<file path="src/rtl/kmp_pkg.sv">
package kmp_pkg;

    // default sizes, handed to the top-level parameters
    localparam int unsigned PAT_MAX_DEF  = 256;
    localparam int unsigned TEXT_MAX_DEF = 65536;

    // fixed payload widths
    localparam int unsigned CHAR_W = 8;
    localparam int unsigned POS_W  = 16;

    // request kinds
    localparam logic REQ_PATTERN = 1'b0;
    localparam logic REQ_TEXT    = 1'b1;

    // datapath operations issued by the controller
    typedef enum logic [3:0] {
        OP_NONE      = 4'd0,
        OP_LOAD      = 4'd1,
        OP_PAT       = 4'd2,
        OP_TXT_OPEN  = 4'd3,
        OP_TXT_DONE  = 4'd4,
        OP_TXT_EMPTY = 4'd5,
        OP_M_START   = 4'd6,
        OP_M_STEP    = 4'd7,
        OP_B_STEP    = 4'd8,
        OP_B_WR      = 4'd9,
        OP_OUT       = 4'd10
    } t_dp_op;

    typedef struct packed {
        t_dp_op op;
    } t_dp_cmd;

    typedef struct packed {
        logic is_text;
        logic is_last;
        logic pat_open;
        logic srch_done;
        logic len_zero;
        logic b_adv;
        logic b_end;
        logic m_follow;
        logic m_emit;
        logic out_free;
    } t_dp_stat;

endpackage

</file>
<file path="src/rtl/kmp_ctrl.sv">
module kmp_ctrl (
    input  logic              i_clk,
    input  logic              i_rst_n,
    input  logic              i_in_valid,
    output logic              o_in_ready,
    input  kmp_pkg::t_dp_stat i_stat,
    output kmp_pkg::t_dp_cmd  o_cmd
);

    typedef enum logic [8:0] {
        S_IDLE   = 9'b000000001,
        S_DECODE = 9'b000000010,
        S_B_RD   = 9'b000000100,
        S_B_CMP  = 9'b000001000,
        S_B_RD2  = 9'b000010000,
        S_B_WR   = 9'b000100000,
        S_M_RD   = 9'b001000000,
        S_M_CMP  = 9'b010000000,
        S_OUT    = 9'b100000000
    } t_state;

    t_state r_state;
    t_state n_state;

    always_ff @(posedge i_clk) begin
        if (!i_rst_n) begin
            r_state <= S_IDLE;
        end else begin
            r_state <= n_state;
        end
    end

    always_comb begin
        n_state    = r_state;
        o_cmd.op   = kmp_pkg::OP_NONE;
        o_in_ready = 1'b0;
        unique case (r_state)
            S_IDLE: begin
                o_in_ready = 1'b1;
                if (i_in_valid) begin
                    o_cmd.op = kmp_pkg::OP_LOAD;
                    n_state  = S_DECODE;
                end
            end
            S_DECODE: begin
                if (!i_stat.is_text) begin
                    o_cmd.op = kmp_pkg::OP_PAT;
                    n_state  = i_stat.is_last ? S_B_RD : S_IDLE;
                end else if (i_stat.pat_open) begin
                    o_cmd.op = kmp_pkg::OP_TXT_OPEN;
                    n_state  = i_stat.is_last ? S_OUT : S_IDLE;
                end else if (i_stat.srch_done) begin
                    o_cmd.op = kmp_pkg::OP_TXT_DONE;
                    n_state  = S_IDLE;
                end else if (i_stat.len_zero) begin
                    o_cmd.op = kmp_pkg::OP_TXT_EMPTY;
                    n_state  = S_OUT;
                end else begin
                    o_cmd.op = kmp_pkg::OP_M_START;
                    n_state  = S_M_RD;
                end
            end
            S_B_RD: begin
                n_state = S_B_CMP;
            end
            S_B_CMP: begin
                o_cmd.op = kmp_pkg::OP_B_STEP;
                if (!i_stat.b_adv) begin
                    n_state = S_B_RD;
                end else if (i_stat.b_end) begin
                    n_state = S_IDLE;
                end else begin
                    n_state = S_B_RD2;
                end
            end
            S_B_RD2: begin
                n_state = S_B_WR;
            end
            S_B_WR: begin
                o_cmd.op = kmp_pkg::OP_B_WR;
                n_state  = S_B_CMP;
            end
            S_M_RD: begin
                n_state = S_M_CMP;
            end
            S_M_CMP: begin
                o_cmd.op = kmp_pkg::OP_M_STEP;
                if (i_stat.m_follow) begin
                    n_state = S_M_RD;
                end else if (i_stat.m_emit) begin
                    n_state = S_OUT;
                end else begin
                    n_state = S_IDLE;
                end
            end
            S_OUT: begin
                if (i_stat.out_free) begin
                    o_cmd.op = kmp_pkg::OP_OUT;
                    n_state  = S_IDLE;
                end
            end
            default: begin
                n_state = S_IDLE;
            end
        endcase
    end

endmodule

</file>
<file path="config.mk">
export PLATFORM = sky130hd
export DESIGN_NAME = kmp_ctrl
export DESIGN_NICKNAME = d
export VERILOG_FILES = /design/src/rtl/kmp_pkg.sv /design/src/rtl/kmp_ctrl.sv
export SDC_FILE = /design/constraint.sdc
export NUM_CORES = 1
export LEC_CHECK = 0
export BUFFER_PORTS_ARGS = -buffer_cell sky130_fd_sc_hd__buf_2
export CORE_MARGIN = 2
export CORE_UTILIZATION = 45
export CTS_BUF_LIST = sky130_fd_sc_hd__clkbuf_4
export CTS_CLUSTER_SIZE = 20
export DETAILED_ROUTE_END_ITERATION = 12
export PLACE_DENSITY = 0.82
export SLEW_MARGIN = 15
export SYNTH_ARGS = -nofsm -noshare
export SYNTH_HDL_FRONTEND = slang
export SYNTH_SLANG_ARGS = --single-unit
</file>
<file path="constraint.sdc">
create_clock -name i_clk -period 1.87 [get_ports i_clk]
set_input_delay 0.374 -clock i_clk [delete_from_list [all_inputs] [get_ports i_clk]]
set_output_delay 0.374 -clock i_clk [all_outputs]
set_load 0.02 [all_outputs]
</file>
Word-level counts from Yosys, hierarchy flattened
Index checks and enable logic that the tools add are counted.
{ "classes": {"n_mux": 21, "reduce_logical": 2, "eq_ne": 11} }
{ "ops": {"columns": ["operator", "n"], "rows": [
  ["$mux 9", 9],
  ["$pmux 9 s8", 1],
  ["$pmux 4 s6", 1],
  ["$mux 5", 2],
  ["$eq 9x1->1 const B", 1],
  ["$eq 9x2->1 const B", 1],
  ["$eq 9x3->1 const B", 1],
  ["$eq 9x4->1 const B", 1],
  ["$eq 9x5->1 const B", 1],
  ["$eq 9x6->1 const B", 1],
  ["$eq 9x7->1 const B", 1],
  ["$eq 9x8->1 const B", 1],
  ["$eq 9x9->1 const B", 1],
  ["$mux 3", 3],
  ["$mux 2", 2],
  ["$mux 4", 1],
  ["$ne 2x2->1 const B", 2],
  ["$mux 1", 2],
  ["$reduce_and 2->1", 1],
  ["$reduce_or 2->1", 1]
]} }
{ "word_totals": {"word_cells": 35, "out_inout_bits": 5, "reg_bits": 9} }

Logic depth before layout (Yosys ltp)
Gate-level depths: netlist (run 1).
{ "depth": {"ltp_word": 5, "mapped_depth": 6, "mapped_depth_nobuf": 5} }

Worst setup path before layout (run 1)
No wires, ideal clock.
{ "synth_path": {"path_kind": "register -> output", "startpoint": "register r_state[2]", "endpoint": "output port o_cmd[2] in the netlist's numbering", "setup_slack_ns": 0.009, "path_buffers": 0, "t_required_ns": 1.496, "path_stages_with_launch": 4, "t_arrival_ns": 1.487, "path_cell_list": "dfxtp_1 -> nor4_4 -> nand4b_1 -> o21ai_0"} }
{ "synth_rtl": {"columns": ["item", "line", "text"], "rows": [
  ["start: declaration", "kmp_ctrl.sv:22", "t_state r_state;"],
  ["start signal: assignment", "kmp_ctrl.sv:29", "r_state <= n_state;"],
  ["end: declaration", "kmp_ctrl.sv:7", "output kmp_pkg::t_dp_cmd o_cmd"]
]} }

==> results.md, run 1 <==
- Reg2reg end: r_state[0]
- Avg Cell Area, Syn: about 8 um2
- Post-DR vias/cell: 6.63
- Max reg flops: 9
- Dpl hpwl: ~1400 um
- First-pass GRT wire length: roughly 3800 um
- Starting Density: 0.487
- Area growth syn-to-layout: 58.7%
- Syn nets: just over 90
- Vias post-DR: about 880
- Startpoint Class: flip-flop
- Worst setup EP type: output port
- P_int: around 0.38 mW
- Antenna violations before repair: 0
- Share of layout cells above drive strength 1: 0.530
- Combinational fraction of design power: 0.311
- RSZ-0062 raised after global routing: true
- Synth warnings: 0
- DIE HEIGHT: between 40 and 50 um
- Fin cells: 132
- CTS Buf Count: 3
- Final Skew: about 0.013 ns
- Clock sinks: 9
- Fmax: around 0.45 GHz
- Final hold vios: 0
- Routed wire length: ~2700 um
- Clock share of power: 0.329
- Rows: 13
- Flop pwr share: 0.360
- Net Switching: 0.186 mW
- Antenna diode count: 0
- Residual DRC: 0
- Pre-CTS setup slack: 0.0404 ns
- Remaining Overflow, GRT: 0
- Root Buffer: clkbuf_4
- Syn Std Cell Area: 633 um2
- Port bufs: 17
- Syn Inst Count: just under 80
- Worst Path Max Fanout: 3
- Max clock buf depth: 2
- Hold Path Class: primary input to flip-flop
- Post-DR wirelength/cell: approximately 20 um
- Dpl cells: ~120
- Critical path data arrival time: ~1.8 ns
- Leakage: between 0.4 and 0.5 nW
- Nets: 131
- Number of top-level pins: 18
- Seq/Total Area, Yosys: 0.285
- Power Density: about 560 nW/um2
- Die area: approximately 1700 um2
- Worst setup margin: -0.335 ns
- Hold depth: 2
- DIE WIDTH: around 42 um
- Synth Register Bits: 9
- CP startpoint: r_state[2]
- Htree depth: 1
- Largest net degree at the start of global routing: 8
- Worst reg2reg startpoint: r_state[2]
- Largest regs: r_state (9)
- VDD IR-drop max: 0.000382 V
- Total power: 0.563 mW
- Initial DRT Pass Iterations: 4
- Failing checks: negative setup slack
- Placeable Area: 1300 um2
- Fin crit share: 1.18
- Initial DRC Count: between 40 and 50
- Max-Cap Viols: 0
- Largest cells by area after synthesis: dfxtp_1 (28%), o21ai_0 (4.7%), nand2_1 (4.7%), nor3b_1 (4.7%), nor2_1 (4.2%)
- DRT antenna net count: 0
- Tightest Pin Transition: between 0.3 and 0.4 ns
- Hold Buf Count CTS: 0
- Status: finished, violations left
- CTS tree: done
- Largest register by flop count: r_state
- GPL Wtd Cong: 0.851
- Vias in the first global route: 847
- Critical path class: flip-flop to output port
- Final setup violation count: 6
- Required time of the critical path: around 1.5 ns
- Hold Path Origin: i_stat[3]
- Slack of the worst reg-to-reg path: 0 ns
- Switching share of power: 0.330
- Clk pin slew, worst setup/hold paths: roughly 0.080 ns
- Insertion delay to the later sink of the worst-skew pair: between 0.2 and 0.3 ns
- Worst r2r path cells: 8
- Final Max Slew Viols: 0
- Yosys top cell area share: 0.285
- Dominant cell type by area after synthesis: dfxtp_1
- Worst Hold End: r_state[4]
- Crit path time final: roughly 2.2 ns
- Relative slew margins: 0.741
- Synth unique cells: 32
- Gr usage total: 0.291
-- final cells by class --
| class | instances | area (um2) |
|---|---|---|
| multi-input combinational | 66 | 505 |
| fill | 76 | 297 |
| timing repair buffer | 35 | 248 |
| sequential | 9 | 191 |
| clock buffer | 4 | 30.0 |
| tap | 15 | 18.8 |
| inverter | 3 | 11.3 |
-- how the worst max path moves through the flow --
stage                to  slack [ns]  cells past startpoint
5_1_grt        o_cmd[0]       -0.41                      6
2_1_floorplan  o_cmd[2]       0.009                      3
4_1_cts        o_cmd[3]       -0.15                      5
3_3_place_gp   o_cmd[0]        0.05                      6
6_report       o_cmd[0]       -0.34                      6
3_5_place_dp   o_cmd[0]        0.04                      6
-- layer usage --
layer,GRT usage,part of all wire
met5,0,0
met4,0.135,0.076
met3,0.0870,0.092
met2,0.503,0.48
met1,0.323,0.35
-- what timing repair did --
item                       in CTS  in global routing
setup endpoints to repair       5                 11
buffers inserted                3                  3
gates resized for setup        22                 12
pin swaps                       9                 14
-- worst max-delay path: stages (launching register included) --
cell      delay, ns
dfxtp_2        0.35
nor4_4         0.35
nand2_2        0.13
nor3b_2        0.27
o211ai_1       0.17
nand4_1        0.14
buf_6          0.14
-- cell families after synthesis --
logic type	synth area share
AND/OR/NAND/NOR	0.461
AO/OA/AOI/OAI	0.172
flip-flops	0.285
buffers and inverters	0.0257
XOR/XNOR	0.0415
multiplexers	0.0158
-- stage by stage --
| step | setup TNS, ns | hold WS [ns] | instance area (um2) | utilization |
|---|---|---|---|---|
| global placement | 0 | 0.524 | 830 | 0.638 |
| detailed placement | 0 | 0.542 | 830 | 0.638 |
| CTS | -0.508 | 0.286 | 942 | 0.724 |
| global route | -1.40 | 0.299 | 1000 | 0.772 |
| floorplan | 0 | 0.452 | 633 | - |
| finish | -1.17 | 0.284 | 1000 | 0.772 |
-- cell usage in the layout (no fill, tap or decap), types with 3 or more instances in the layout --
cell type   n
nand4b_1    3
o21ai_0     4
nor3_1      3
nand2_2     3
nor2_1      5
dfxtp_1     4
buf_6       4
clkbuf_4    4
dfxtp_2     3
buf_2      12
buf_4      19
nand2_1     6
-- power groups by stage --
stage / Clock (mW) / Sequential [mW] / Combinational, mW
CTS: 0.166 / 0.202 / 0.136
detailed placement: 0 / 0.207 / 0.118
global placement: 0 / 0.207 / 0.114
floorplan: 0 / 0.207 / 0.0577
global route: 0.191 / 0.203 / 0.184
finish: 0.185 / 0.203 / 0.175
-- cells in the mapped netlist (all sizes together) --
cell,instances
nor2b,1
nor2,7
nor3b,4
o31ai,2
nand4,2
nand3,3
buf,1
o21a,2
nor4b,2
and2,1
and3,2
xnor2,1
nor3,5
inv,3
o31a,2
dfxtp,9
or4,1
mux2i,1
nand2b,3
nand2,9
xor2,2
nor4,3
o32ai,1
o211ai,1
o2111ai,1
o21ai,6
o22ai,1
nand4b,3
(Power assumes the default switching activity.)
==> run 2: changes to the inputs <==
--- a/config.mk
+++ b/config.mk
@@ -11,8 +11,9 @@
 export CTS_BUF_LIST = sky130_fd_sc_hd__clkbuf_4
 export CTS_CLUSTER_SIZE = 20
 export DETAILED_ROUTE_END_ITERATION = 12
-export PLACE_DENSITY = 0.82
+export PLACE_DENSITY = 0.71
 export SLEW_MARGIN = 15
 export SYNTH_ARGS = -nofsm -noshare
 export SYNTH_HDL_FRONTEND = slang
 export SYNTH_SLANG_ARGS = --single-unit
+export TNS_END_PERCENT = 100
==> run 2 against run 1 <==
Against the previous run:
- the run still ends with negative setup slack left
- global-route usage is 7.1 points lower
- utilization is 3.5 points lower
- sequential share of layout area is 0.11 points higher
- worst setup slack better by 0.16 ns
- worst hold slack better by 0.011 ns
- critical path depth is 1 lower
- maximum frequency is 7.8% higher
- die area stayed put
==> results.md, run 2 (same netlist as run 1, synthesis figures left out) <==
- Fmax: between 0.4 and 0.5 GHz
- Clock sinks: 9
- Post-DR wirelength/cell: 15.6 um
- Critical path data arrival time: roughly 1.7 ns
- Initial DRC Count: 12
- Max clock buf depth: 2
- Antenna diode count: 0
- Root Buffer: clkbuf_4
- Hold depth: 2
- Worst r2r path cells: 8
- Vias in the first global route: 703
- Share of layout cells above drive strength 1: 0.478
- Htree depth: 1
- Clk pin slew, worst setup/hold paths: approximately 0.060 ns
- Number of top-level pins: 18
- Dpl hpwl: 1380 um
- Die area: 1720 um2
- Antenna violations before repair: 0
- Startpoint Class: flip-flop
- Hold_ws: 0.295 ns
- Nets: 129
- Placeable Area: 1300 um2
- Insertion delay to the later sink of the worst-skew pair: between 0.2 and 0.3 ns
- Starting Density: 0.487
- Gr usage total: 0.220
- Final hold vios: 0
- Slack of the worst reg-to-reg path: -0.09 ns
- Leakage: 0.427 nW
- Post-DR vias/cell: between 5 and 6
- Area growth syn-to-layout: 51.6%
- CP startpoint: r_state[2]
- Rows: 13
- GPL Wtd Cong: 0.838
- VDD IR-drop max: about 0.00033 V
- Commonest non-fill, non-tap cell in the layout: buf_4
- Remaining Overflow, GRT: 0
- Final Max Slew Viols: 0
- CTS Buf Count: 3
- DIE WIDTH: 41.5 um
- Tightest Pin Transition: 0.359 ns
- Largest register by flop count: r_state
- Layout Utilization: 0.738
- Crit path time final: around 2 ns
- Routed wire length: between 2000 and 2500 um
- Pre-CTS setup slack: ~0.046 ns
- Final TNS setup: -0.686 ns
- Worst reg2reg startpoint: r_state[2]
- First-pass GRT wire length: around 3000 um
- DRT antenna net count: 0
- CTS tree: done
- DIE HEIGHT: 41.5 um
- RSZ-0062 raised after global routing: true
- Hold Path Class: primary input to flip-flop
- Relative slew margins: 0.758
- CP endpoint: o_cmd[2]
- Critical path class: flip-flop to output port
- Max-Cap Viols: 0
- Worst setup EP type: output port
- # fillers: ~100
- Residual DRC: 0
- Fin crit share: 1.09
- Final Skew: about 0.008 ns
- Final setup violation count: 6
- Reg2reg end: r_state[0]
- Failing checks: negative setup slack
- Vias post-DR: 755
- Port bufs: 17
- Required time of the critical path: about 1.5 ns
- Initial DRT Pass Iterations: 4
- Status: finished, violations left
- Max reg flops: 9
- Worst setup margin: -0.176 ns
- Power Density: roughly 540 nW/um2
- Commonest cells after routing, fill and taps aside: buf_4 (17), buf_2 (13), nor2_1 (7)
- Hold Buf Count CTS: 0
- Largest regs: r_state (9)
- Worst Path Max Fanout: 4
- Largest net degree at the start of global routing: 8
[run 2: cell types whose count changed in the layout (fill, tap and decap cells not counted), sizes merged]
cell / delta
buf: -2
[run 2: stage by stage]
step | power (mW) | area, um2 | std cells
2_1_floorplan | 0.265 | 633 | 79
3_3_place_gp | 0.322 | 830 | 123
3_5_place_dp | 0.324 | 830 | 123
4_1_cts | 0.498 | 912 | 128
5_1_grt | 0.540 | 960 | 130
6_report | 0.521 | 960 | 130
[run 2: per-layer routing]
| layer | GRT usage | share of wire | vias to the layer above |
|---|---|---|---|
| li1 | - | - | 372 |
| met1 | 0.293 | 0.43 | 355 |
| met2 | 0.363 | 0.51 | 22 |
| met3 | 0.0261 | 0.034 | 6 |
| met4 | 0.0774 | 0.019 | 0 |
| met5 | 0 | 0 | - |
[run 2: worst min path at each step]
stage	endpoint	slack (ns)	from
CTS	r_state[4]	0.28	i_stat[3]
detailed placement	r_state[4]	0.56	i_stat[3]
floorplan	r_state[4]	0.45	i_stat[3]
global route	r_state[4]	0.30	i_stat[3]
finish	r_state[4]	0.30	i_stat[3]
global placement	r_state[4]	0.55	i_stat[3]
[run 2: final cells by class]
type | count | area [um2] | area share
clock buffer | 4 | 30.0 | 0.0313
inverter | 3 | 11.3 | 0.0117
multi-input combinational | 66 | 489 | 0.510
sequential | 9 | 184 | 0.192
tap | 15 | 18.8 | 0.0196
timing repair buffer | 33 | 226 | 0.236
[run 2: worst max-delay path: stages (launching register included)]
cell	delay, ns
dfxtp_2	0.33
nor4_4	0.30
buf_4	0.18
nand4b_1	0.24
o21ai_0	0.17
buf_2	0.20
[run 2: power by group]
part / internal, mW / leakage, nW / switching, mW
registers: 0.196 / 0.0745 / 0.00620
logic: 0.0681 / 0.334 / 0.0758
clock network: 0.0970 / 0.0184 / 0.0780
total: 0.361 / 0.427 / 0.160
[run 2: timing repair]
action | CTS | global route
setup endpoints to repair | 4 | 5
pin swaps | 7 | 4
gates resized for setup | 13 | 9
setup buffers | 1 | 2
==> run 3: changes to the inputs <==
==> constraint.sdc (replaced) <==
create_clock -name i_clk -period 2.6 [get_ports i_clk]
set_input_delay 0.52 -clock i_clk [delete_from_list [all_inputs] [get_ports i_clk]]
set_output_delay 0.52 -clock i_clk [all_outputs]
set_load 0.02 [all_outputs]
==> run 3 against run 2 <==
Against the previous run:
- combinational power is 52% lower
- total power shrank 35%
- global-route usage shrank 1.5 points
- via count shrank 11%
- the run now ends clean
- largest cell class unchanged
- register-to-register slack improved by 0.97 ns
- worst hold slack better by 0.13 ns
- worst setup slack gained 0.40 ns
==> results.md, run 3 (same netlist as run 1, synthesis figures left out) <==
- Total power: ~0.34 mW
- GPL Wtd Cong: about 0.81
- Number of top-level pins: 18
- RSZ-0062 raised after global routing: false
- Max stage delay on crit path: approximately 0.38 ns
- CTS Buf Count: 3
- Placeable Area: 1300 um2
- Antenna diode count: 0
- Largest regs: r_state (9)
- Rows: 13
- Cell area after placement: around 740 um2
- Post-cts gate resize count: 0
- Fin crit share: 0.916
- Critical path data arrival time: about 1.9 ns
- Insertion delay to the later sink of the worst-skew pair: ~0.26 ns
- Hold Buf Count CTS: 0
- Final hold vios: 0
- Final Max Slew Viols: 0
- Antenna violations before repair: 0
- Nets: between 100 and 150
- CP max-delay cell: dfxtp_1
- Starting Density: 0.487
- Post-DR wirelength/cell: roughly 14 um
- Clock sinks: 9
- Residual DRC: 0
- Leakage: 0.321 nW
- Area growth syn-to-layout: 21.5%
- Remaining Overflow, GRT: 0
- Relative slew margins: 0.752
- DRT antenna net count: 0
- CTS tree: done
- Crit-path cells: nor4_4, nand2_1, nor3b_1, o211ai_1, nand4_1, buf_2
- Share of layout cells above drive strength 1: 0.260
- Critical path class: flip-flop to output port
- Fin area: 769 um2
- Hold Path Class: primary input to flip-flop
- Power Density: around 440 nW/um2
- Worst Path Max Fanout: 7
- Max clock buf depth: 2
- Vias post-DR: 674
- Initial DRC Count: 6
- Top cell family by delay on the critical path: simple AND/OR/NAND/NOR gates
- Post-DR vias/cell: between 5 and 6
- Routed wire length: about 1600 um
- Gr usage total: 0.205
- DIE WIDTH: 41.5 um
- Required time of the critical path: about 2.1 ns
- Commonest cells after routing, fill and taps aside: buf_2 (17), dfxtp_1 (9), nand2_1 (8)
- Die area: 1720 um2
- Commonest non-fill, non-tap cell in the layout: buf_2
- Port bufs: 17
- Root Buffer: clkbuf_4
- Status: complete, no violations
- Initial DRT Pass Iterations: 4
- Tightest Pin Transition: around 0.37 ns
- Max-Cap Viols: 0
- Startpoint Class: flip-flop
- First-pass GRT wire length: 2680 um
- Largest net degree at the start of global routing: 9
- Clk pin slew, worst setup/hold paths: roughly 0.06 ns
- Largest register by flop count: r_state
- Final setup violation count: 0
- Post-CTS Setup Inserts: 0
- Vias in the first global route: roughly 600
- Bufs and invs on worst path: 1
- Max reg flops: 9
- Fmax: between 0.4 and 0.5 GHz
- Final Skew: around 0.00086 ns
- Crit path time final: ~2.4 ns
- Htree depth: 1
- Worst setup EP type: output port
- DIE HEIGHT: 41.5 um
- Final TNS setup: 0 ns
- Dpl hpwl: 1180 um
- VDD IR-drop max: around 0.00024 V
-- run 3: layout make-up --
cell class / instances / area (um2)
Inverter: 3 / 11.3
Tap cell: 15 / 18.8
Clock buffer: 4 / 30.0
Multi-Input combinational cell: 66 / 437
Sequential cell: 9 / 180
Timing Repair Buffer: 18 / 92.6
Fill cell: 138 / 532
-- run 3: through the flow --
stage          cells  hold WS [ns]  setup WS [ns]   util
2_1_floorplan     79         0.503          0.593      -
3_3_place_gp     111         0.548          0.529  0.568
3_5_place_dp     111         0.546          0.500  0.568
4_1_cts          115         0.419          0.205  0.591
5_1_grt          115         0.444         0.0943  0.591
6_report         115         0.427          0.219  0.591
-- run 3: path summary, 6_finish.rpt --
check | from | endpoint | slack, ns | cells after the start
worst min-delay path | i_stat[3] | r_state[4] | 0.43 | 2
worst min register to register | r_state[4] | r_state[5] | 0.56 | 2
worst max-delay path | r_state[2] | o_cmd[0] | 0.22 | 6
worst max register to register | r_state[2] | r_state[3] | 0.88 | 5
-- run 3: per-layer routing --
layer  part of all wire  vias to the layer above  track usage
li1                   -                      339            -
met2               0.46                       25        0.319
met5                  0                        -            0
met3              0.055                        9       0.0435
met1               0.45                      301        0.259
met4              0.034                        0        0.116
-- run 3: worst reg2reg max path: stages, from the launching register on --
cell and delay [ns]:
dfxtp_1 0.38, nor4_4 0.38, nand2_1 0.16, nor4b_2 0.32, nand2b_1 0.28, nor4b_1 0.08
-- run 3: where the power goes --
group / internal [mW] / total, mW / leakage, nW / switching (mW)
sequential: 0.141 / 0.147 / 0.0729 / 0.00533
combinational: 0.0275 / 0.0695 / 0.229 / 0.0420
clock: 0.0697 / 0.121 / 0.0184 / 0.0514
total: 0.239 / 0.337 / 0.321 / 0.0987
